### src/dmrr_pkg.sv
`default_nettype none
package dmrr_pkg;

  localparam int SPEED_W   = 9;
  localparam int MAG_W     = 8;
  localparam int TRIM_W    = 9;
  localparam int MS_W      = 12;
  localparam int CFG_W     = 12;
  localparam int CFG_IDX_W = 3;

  localparam int IN_TDATA_W  = 24;
  localparam int OUT_TDATA_W = 24;
  localparam int OUT_TUSER_W = 1;

  // Reciprocal scale, exact for 12-bit dividends and step counts up to 15.
  localparam int DIV_SHIFT = 16;
  localparam int MUL_A_W   = 12;
  localparam int MUL_B_W   = DIV_SHIFT + 1;
  localparam int PROD_W    = MUL_A_W + MUL_B_W;

  localparam logic [MS_W-1:0] REVERSAL_HOLD_MS = 12'd2;
  localparam logic [MAG_W-1:0] MAG_MAX = 8'd255;

  localparam logic [CFG_IDX_W-1:0] REG_TRIM_LEFT    = 3'd0;
  localparam logic [CFG_IDX_W-1:0] REG_TRIM_RIGHT   = 3'd1;
  localparam logic [CFG_IDX_W-1:0] REG_MIN_DRIVE    = 3'd2;
  localparam logic [CFG_IDX_W-1:0] REG_RAMP_UP_MS   = 3'd3;
  localparam logic [CFG_IDX_W-1:0] REG_RAMP_DOWN_MS = 3'd4;

  typedef struct packed {
    logic [1:0]       pad;
    logic [MS_W-1:0]  hold_ms;
    logic [MAG_W-1:0] duty;
    logic             drive_reverse;
    logic             drive_forward;
  } out_data_t;

endpackage
`default_nettype wire

### src/dual_motor_reversal_ramp_unit.sv
`default_nettype none
// The first beat of a run is registered after the input beat passes S_HUP, S_HDN, S_TRIM and S_TGT
// and, for a reversal or a start, the divide states. A new input is taken only in S_IDLE, after
// both motors' writes of the last run have been issued; one shared multiplier and a single
// output register set the pace, and output stalls add to this.
// Reset (rst, synchronous, active high) restores the register defaults and clears both
// applied speeds and the output valid.
module dual_motor_reversal_ramp_unit #(
  parameter int RAMP_STEPS = 5
) (
  input  wire                                   clk,
  input  wire                                   rst,
  input  wire                                   cfg_we,
  input  wire  [dmrr_pkg::CFG_IDX_W-1:0]        cfg_index,
  input  wire  [dmrr_pkg::CFG_W-1:0]            cfg_data,
  input  wire                                   s_tvalid,
  output logic                                  s_tready,
  // left_speed [8:0], right_speed [17:9], zero pad [23:18]
  input  wire  [dmrr_pkg::IN_TDATA_W-1:0]       s_tdata,
  output logic                                  m_tvalid,
  input  wire                                   m_tready,
  // drive_forward [0], drive_reverse [1], duty [9:2], hold_ms [21:10], zero pad [23:22]
  output logic [dmrr_pkg::OUT_TDATA_W-1:0]      m_tdata,
  // motor_select [0]
  output logic [dmrr_pkg::OUT_TUSER_W-1:0]      m_tuser,
  output logic                                  m_tlast
);
  import dmrr_pkg::*;

  localparam int CNT_W = $clog2(RAMP_STEPS + 1);
  localparam int RECIP = (2 ** DIV_SHIFT + RAMP_STEPS - 1) / RAMP_STEPS;
  localparam logic [MUL_B_W-1:0] RECIP_V = MUL_B_W'(RECIP);
  localparam logic [MUL_B_W-1:0] STEPS_M1 = MUL_B_W'(RAMP_STEPS - 1);
  localparam logic [CNT_W-1:0] STEPS_V = CNT_W'(RAMP_STEPS);

  localparam logic [3:0] S_IDLE  = 4'd0;
  localparam logic [3:0] S_HUP   = 4'd1;
  localparam logic [3:0] S_HDN   = 4'd2;
  localparam logic [3:0] S_TRIM  = 4'd3;
  localparam logic [3:0] S_TGT   = 4'd4;
  localparam logic [3:0] S_DNDIV = 4'd5;
  localparam logic [3:0] S_DNACC = 4'd6;
  localparam logic [3:0] S_DOWN  = 4'd7;
  localparam logic [3:0] S_HOLD  = 4'd8;
  localparam logic [3:0] S_UPDIV = 4'd9;
  localparam logic [3:0] S_UP    = 4'd10;
  localparam logic [3:0] S_FINAL = 4'd11;

  logic [3:0]         state;
  logic               motor;
  logic [TRIM_W-1:0]  trim_left, trim_right;
  logic [MAG_W-1:0]   min_drive;
  logic [MS_W-1:0]    ramp_up_ms, ramp_down_ms;
  logic [MAG_W-1:0]   app_mag [2];
  logic               app_neg [2];
  logic [SPEED_W-1:0] spd_l, spd_r;
  logic [MS_W-1:0]    hold_up, hold_dn;
  logic [MAG_W-1:0]   tgt_mag, step;
  logic               tgt_neg;
  logic [MAG_W:0]     acc;
  logic [CNT_W-1:0]   cnt;
  logic [PROD_W-1:0]  prod;
  logic [MUL_A_W-1:0] mul_a;
  logic [MUL_B_W-1:0] mul_b;

  logic [SPEED_W-1:0] cur_spd, spd_mag;
  logic [MAG_W-1:0]   cur_app_mag, tm_sat, tm, acc8;
  logic               cur_app_neg, is_rev, is_start;
  logic [SPEED_W-1:0] tm_raw;
  logic               out_free, emit, e_neg, e_last;
  logic [MAG_W-1:0]   e_mag;
  logic [MS_W-1:0]    e_hold;
  out_data_t          e_data;

  assign s_tready = (state == S_IDLE);
  assign out_free = !m_tvalid || m_tready;

  assign cur_spd     = motor ? spd_r : spd_l;
  assign spd_mag     = cur_spd[SPEED_W-1] ? SPEED_W'(-cur_spd) : cur_spd;
  assign cur_app_mag = app_mag[motor];
  assign cur_app_neg = app_neg[motor];
  assign acc8        = acc[MAG_W-1:0];

  always_comb begin
    tm_raw = prod[SPEED_W+7:8];
    tm_sat = (tm_raw > SPEED_W'(MAG_MAX)) ? MAG_MAX : tm_raw[MAG_W-1:0];
    tm = (tm_sat != '0 && tm_sat < min_drive) ? min_drive : tm_sat;
    is_rev = (tm != '0) && (cur_app_mag != '0) && (cur_app_neg != cur_spd[SPEED_W-1]);
    is_start = (tm != '0) && (cur_app_mag == '0);
  end

  always_comb begin
    mul_a = '0;
    mul_b = '0;
    unique case (state)
      S_HUP: begin
        mul_a = ramp_up_ms;
        mul_b = RECIP_V;
      end
      S_HDN: begin
        mul_a = ramp_down_ms;
        mul_b = RECIP_V;
      end
      S_TRIM: begin
        mul_a = MUL_A_W'(spd_mag);
        mul_b = MUL_B_W'(motor ? trim_right : trim_left);
      end
      S_TGT: begin
        mul_a = MUL_A_W'(is_rev ? cur_app_mag : tm);
        mul_b = RECIP_V;
      end
      S_DNDIV: begin
        mul_a = MUL_A_W'(prod[DIV_SHIFT +: MAG_W]);
        mul_b = STEPS_M1;
      end
      S_HOLD: begin
        mul_a = MUL_A_W'(tgt_mag);
        mul_b = RECIP_V;
      end
      default: begin
        mul_a = '0;
        mul_b = '0;
      end
    endcase
  end

  always_ff @(posedge clk) begin
    prod <= {{MUL_B_W{1'b0}}, mul_a} * {{MUL_A_W{1'b0}}, mul_b};
  end

  always_comb begin
    e_mag  = '0;
    e_neg  = 1'b0;
    e_hold = '0;
    e_last = 1'b0;
    emit   = 1'b0;
    unique case (state)
      S_DOWN: begin
        emit   = out_free;
        e_mag  = (acc8 < min_drive) ? '0 : acc8;
        e_neg  = cur_app_neg;
        e_hold = hold_dn;
      end
      S_HOLD: begin
        emit   = out_free;
        e_hold = REVERSAL_HOLD_MS;
      end
      S_UP: begin
        emit   = out_free;
        e_mag  = (acc8 < min_drive) ? min_drive : acc8;
        e_neg  = tgt_neg;
        e_hold = hold_up;
      end
      S_FINAL: begin
        emit   = out_free;
        e_mag  = tgt_mag;
        e_neg  = tgt_neg;
        e_last = motor;
      end
      default: begin
        emit = 1'b0;
      end
    endcase
    e_data.pad           = '0;
    e_data.hold_ms       = e_hold;
    e_data.duty          = e_mag;
    e_data.drive_reverse = (e_mag != '0) && e_neg;
    e_data.drive_forward = (e_mag != '0) && !e_neg;
  end

  always_ff @(posedge clk) begin
    if (rst) begin
      m_tvalid <= 1'b0;
    end else if (emit) begin
      m_tvalid <= 1'b1;
    end else if (m_tready) begin
      m_tvalid <= 1'b0;
    end
    if (emit) begin
      m_tdata <= e_data;
      m_tuser <= motor;
      m_tlast <= e_last;
    end
  end

  always_ff @(posedge clk) begin
    if (rst) begin
      trim_left    <= 9'd256;
      trim_right   <= 9'd256;
      min_drive    <= 8'd50;
      ramp_up_ms   <= 12'd100;
      ramp_down_ms <= 12'd100;
    end else if (cfg_we) begin
      unique case (cfg_index)
        REG_TRIM_LEFT:    trim_left    <= cfg_data[TRIM_W-1:0];
        REG_TRIM_RIGHT:   trim_right   <= cfg_data[TRIM_W-1:0];
        REG_MIN_DRIVE:    min_drive    <= cfg_data[MAG_W-1:0];
        REG_RAMP_UP_MS:   ramp_up_ms   <= cfg_data[MS_W-1:0];
        REG_RAMP_DOWN_MS: ramp_down_ms <= cfg_data[MS_W-1:0];
        default: begin
        end
      endcase
    end
  end

  always_ff @(posedge clk) begin
    if (rst) begin
      state      <= S_IDLE;
      motor      <= 1'b0;
      app_mag[0] <= '0;
      app_mag[1] <= '0;
      app_neg[0] <= 1'b0;
      app_neg[1] <= 1'b0;
    end else begin
      unique case (state)
        S_IDLE: begin
          if (s_tvalid) begin
            spd_l <= s_tdata[SPEED_W-1:0];
            spd_r <= s_tdata[2*SPEED_W-1:SPEED_W];
            motor <= 1'b0;
            state <= S_HUP;
          end
        end
        S_HUP: begin
          state <= S_HDN;
        end
        S_HDN: begin
          hold_up <= prod[DIV_SHIFT +: MS_W];
          state   <= S_TRIM;
        end
        S_TRIM: begin
          if (!motor) begin
            hold_dn <= prod[DIV_SHIFT +: MS_W];
          end
          state <= S_TGT;
        end
        S_TGT: begin
          tgt_mag <= tm;
          tgt_neg <= cur_spd[SPEED_W-1];
          if (is_rev) begin
            state <= S_DNDIV;
          end else if (is_start) begin
            state <= S_UPDIV;
          end else begin
            state <= S_FINAL;
          end
        end
        S_DNDIV: begin
          step  <= prod[DIV_SHIFT +: MAG_W];
          state <= S_DNACC;
        end
        S_DNACC: begin
          acc   <= prod[MAG_W:0];
          cnt   <= STEPS_V;
          state <= S_DOWN;
        end
        S_DOWN: begin
          if (emit) begin
            acc <= acc - {1'b0, step};
            cnt <= cnt - 1'b1;
            if (cnt == CNT_W'(1)) begin
              state <= S_HOLD;
            end
          end
        end
        S_HOLD: begin
          if (emit) begin
            state <= S_UPDIV;
          end
        end
        S_UPDIV: begin
          step  <= prod[DIV_SHIFT +: MAG_W];
          acc   <= {1'b0, prod[DIV_SHIFT +: MAG_W]};
          cnt   <= STEPS_V;
          state <= S_UP;
        end
        S_UP: begin
          if (emit) begin
            acc <= acc + {1'b0, step};
            cnt <= cnt - 1'b1;
            if (cnt == CNT_W'(1)) begin
              state <= S_FINAL;
            end
          end
        end
        S_FINAL: begin
          if (emit) begin
            app_mag[motor] <= tgt_mag;
            app_neg[motor] <= tgt_neg;
            if (!motor) begin
              motor <= 1'b1;
              state <= S_TRIM;
            end else begin
              state <= S_IDLE;
            end
          end
        end
        default: begin
          state <= S_IDLE;
        end
      endcase
    end
  end

endmodule
`default_nettype wire

### config.mk
export PLATFORM = sky130hd
export DESIGN_NAME = dual_motor_reversal_ramp_unit
export DESIGN_NICKNAME = d
export VERILOG_FILES = /design/src/dmrr_pkg.sv /design/src/dual_motor_reversal_ramp_unit.sv
export SDC_FILE = /design/constraint.sdc
export NUM_CORES = 1
export LEC_CHECK = 0
export BUFFER_PORTS_ARGS = -buffer_cell sky130_fd_sc_hd__buf_4
export CELL_PAD_IN_SITES_DETAIL_PLACEMENT = 0
export CELL_PAD_IN_SITES_GLOBAL_PLACEMENT = 1
export CORE_ASPECT_RATIO = 2
export CORE_UTILIZATION = 32
export CTS_BUF_LIST = sky130_fd_sc_hd__clkbuf_2 sky130_fd_sc_hd__clkbuf_4 sky130_fd_sc_hd__clkbuf_8
export CTS_CLUSTER_SIZE = 28
export DETAILED_ROUTE_END_ITERATION = 8
export MAX_ROUTING_LAYER = met4
export PLACE_DENSITY = 0.54
export SYNTH_ARGS = -nofsm -noshare
export SYNTH_HDL_FRONTEND = slang
export SYNTH_SLANG_ARGS = --single-unit
### constraint.sdc
create_clock -name clk -period 20.9 [get_ports clk]
set_input_delay 3.135 -clock clk [delete_from_list [all_inputs] [get_ports clk]]
set_output_delay 3.135 -clock clk [all_outputs]
set_load 0.005 [all_outputs]
==> flow_summary.ini <==
[synthesis]
synthCells = 1419
yosys_warnings = 0
syn_area_mm2 = 0.01373
synth_seq_cells = 189
synth-edff-count = 106
synth_area_per_cell_um2 = 9.677
synth_cell_types = 74
ys_async_sr_fraction = 0
synth_ff_type = edfxtp_1
yosysSeqAreaShare = 0.3528

[pwr]
ir_worst_vdd_mv = 0.08380
p_comb_frac = 0.625
power_leakage_nw = 6.474
p_clk_frac = 0.126
p_seq_frac = 0.249
powerDensity_mw_per_mm2 = 137.9
internal_power_mw = 1.078
power.net_switching_mw = 1.028
fin_total_pwr_mw = 2.106
swShare = 0.4880

[sta]
fmax_mhz = 119.8
maxSlewViolCount = 0
fin_skew_ns = 0.02231
post-route-period-util = 0.3996
tightest_slew_ns = 1.220
min_period_ns = 8.351
maxSlewHeadroom = 0.1866
grt_setup_unrepaired = no
hold_viol_final = 0
setup_viol = 0
timing.setup.tns_ns = 0

[worst_setup_path]
end_kind = flip-flop
required_ns = 21.33
setup.worst_path.start_class = flip-flop
slowest_stage = a221oi_1
crit_chain = buf_4 > mux2i_1 > inv_1 > o21ai_0 > xor2_1 > a221oi_1 > o2bb2ai_1 > fa_1 > inv_1 > fa_1 > inv_1 > fa_1 > fa_1 > inv_1 > fa_1 > inv_1 > ha_1 > a21oi_1 > o21ai_0 > a221oi_1 > a31oi_1 > o31ai_1 > nor2_1 > a211oi_1
critPathTopFamily = adder cells
reg2reg_to = prod[25]
worst-path-buf-inv = 6
crit_path_max_incr_delay_ns = 1.01
reg2reg_depth = 24
worstSetupPathType = flip-flop to flip-flop
cp.arrival_ns = 8.78
timing.reg2reg.setup_slack_ns = 12.55
reg2reg_from = motor
worstPathMaxFanout = 30

[routing]
post_drt_wl_per_cell_um = 21.59
routed_wl_mm = 44.05
drc = 0
antenna_left = 0
drtIter0Drc = 514
via_per_inst = 5.059
dr.pass1.iters = 7
num_vias = 10321

[hold_path]
holdPathStages = 0
min_path_type = flip-flop to flip-flop
hold_end = hold_dn[8]
min-delay-start = prod[24]

[layout]
final_common_cell = inv_1
final_cell_mix = 185 x inv_1, 160 x nand2_1, 108 x a21oi_1, 106 x edfxtp_1, 102 x ha_1
final_area_mm2 = 0.01528
syn2layout_area_growth_pct = 11.26
fill_cells = 4372
drive_above_1_share = 0.1037
nNetsFinal = 1724
final_util = 0.3600

[placement]
gp_congestion = 0.8671
io_buffers = 61
dpl-instance-area_mm2 = 0.01485
dp_hpwl_mm = 35.84

[cts]
cts_resized = 0
clkSinkCount = 189
path_clk_slew_ns = 0.11
cts_root_buf = clkbuf_8
cts_setup_buffers = 0
clkLatencyLatePin_ns = 0.52
cts_buffer_depth = 2
cts_tree = yes
hold_buffers = 0
htreeDepth = 4
cts_buffers = 17

[status]
outcome = finished, final reports clean

[floorplan]
rows = 107
dieWidth_um = 148.5
die_y_um = 295.0
die-area_mm2 = 0.04380
core_area_mm2 = 0.04244
ioPinCount = 72
initial_core_util = 0.3236

[global_route]
grt_usage = 0.2177
grt_antenna_before_repair = 1
grt_pass1_vias = 10954
grt_max_degree = 64
grt_pass1_wl_mm = 66.03
grt_overflow = 0

[job]
maxCapViolations = 0
==> kinds of logic (layout without fill, tap and decap cells) <==
kind of cell,Yosys count,count (layout),synth area share
multiplexers,29,29,0.02241
other,2,20,0.0005469
flip-flops,189,189,0.3528
XOR/XNOR,38,38,0.02424
AND/OR/NAND/NOR,429,429,0.1478
buffers and inverters,237,295,0.06761
adder cells (fa/ha/maj),199,199,0.2344
AO/OA/AOI/OAI,296,296,0.1503
==> per-stage QoR <==
stage	hold WS, ns	setup slack [ns]	cells
after floorplan	0.4037	14.05	1436
after global placement	0.4087	12.46	2007
after detailed placement	0.4292	12.46	2007
after CTS	0.4417	12.43	2039
after global routing	0.4581	11.88	2040
final	0.4355	12.55	2040
==> layout make-up <==
cell class | instances | area (µm²) | share of cell area
clock buffer | 18 | 247.7 | 0.01621
clock inverter | 14 | 176.4 | 0.01155
multi-input combinational | 1010 | 8045 | 0.5266
antenna | 1 | 2.502 | 0.0001638
sequential | 189 | 4845 | 0.3171
tap | 545 | 681.9 | 0.04463
timing repair buffer | 78 | 585.6 | 0.03833
inverter | 185 | 694.4 | 0.04545
==> metal layers <==
layer  vias to the layer above  track usage  share of wire
li1                       4986            -              -
met1                      5060       0.1924           0.33
met2                       199       0.4300           0.58
met3                        76      0.01836          0.019
met4                         0       0.1390          0.066
met5                         -            -              0
==> registers in the layout, indices dropped and copies added, names as in the netlist, named ones only <==
name and cells:
motor 1, step 8, prod 26, trim_right 9, trim_left 9, spd_l 9
acc 8, state 4, hold_dn 10, tgt_neg 1, m_tvalid 1, tgt_mag 8
m_tdata 20, ramp_up_ms 12, app_mag 16, spd_r 9, hold_up 10, cnt 3
ramp_down_ms 12, m_tlast 1, m_tuser 1, app_neg 2, min_drive 8
==> worst max-delay path by stage <==
stage             start        to  slack, ns  cells after the start
2_1_floorplan  prod[16]  prod[25]      14.05                     26
3_3_place_gp      motor  prod[25]      12.46                     24
3_5_place_dp      motor  prod[25]      12.46                     24
4_1_cts           motor  prod[25]      12.43                     24
5_1_grt           motor  prod[25]      11.88                     24
6_report          motor  prod[25]      12.55                     24
==> cell usage after synthesis (6+ instances only) <==
cell	n	area, µm²
o21a_1	8	60.06
nand2_1	160	600.6
and3_1	8	50.05
nor3_1	43	215.2
nor2_1	95	356.6
o211ai_1	13	97.59
fa_1	97	1942
a21o_1	12	90.09
xor2_1	17	148.9
mux2_2	14	157.7
ha_1	102	1276
a31oi_1	7	43.79
a221o_1	10	100.1
a22o_1	15	131.4
a221oi_1	6	52.55
or3_1	6	37.54
nand2b_1	14	87.58
buf_2	7	35.03
mux2i_1	15	150.1
xnor2_1	21	183.9
nand3_1	22	110.1
o31ai_4	7	148.9
nand3b_1	11	82.58
dfxtp_1	83	1662
inv_1	185	694.4
o21ai_0	35	175.2
a22oi_1	27	202.7
nor2b_1	11	68.82
and2_1	26	162.7
clkbuf_1	36	135.1
a21oi_1	108	540.5
edfxtp_1	106	3183
or2_2	8	50.05
==> power groups by stage <==
| stage | sequential [mW] | clock [mW] | combinational (mW) |
|---|---|---|---|
| after detailed placement | 0.534 | 0 | 1.33 |
| final | 0.524 | 0.266 | 1.32 |
| after CTS | 0.525 | 0.274 | 1.34 |
| after floorplan | 0.486 | 0 | 0.946 |
| after global placement | 0.533 | 0 | 1.33 |
| after global routing | 0.527 | 0.287 | 1.49 |
==> worst reg2reg max path, cell delays in order, from the launching register on <==
cell	delay, ns
dfxtp_1	0.32
buf_4	0.38
mux2i_1	0.67
inv_1	0.33
o21ai_0	0.19
xor2_1	0.13
a221oi_1	1.01
o2bb2ai_1	0.23
fa_1	0.55
inv_1	0.05
fa_1	0.52
inv_1	0.07
fa_1	0.52
fa_1	0.56
inv_1	0.06
fa_1	0.54
inv_1	0.04
ha_1	0.36
a21oi_1	0.14
o21ai_0	0.09
a221oi_1	0.43
a31oi_1	0.19
o31ai_1	0.56
nor2_1	0.11
a211oi_1	0.20
(Power assumes the default switching activity.)
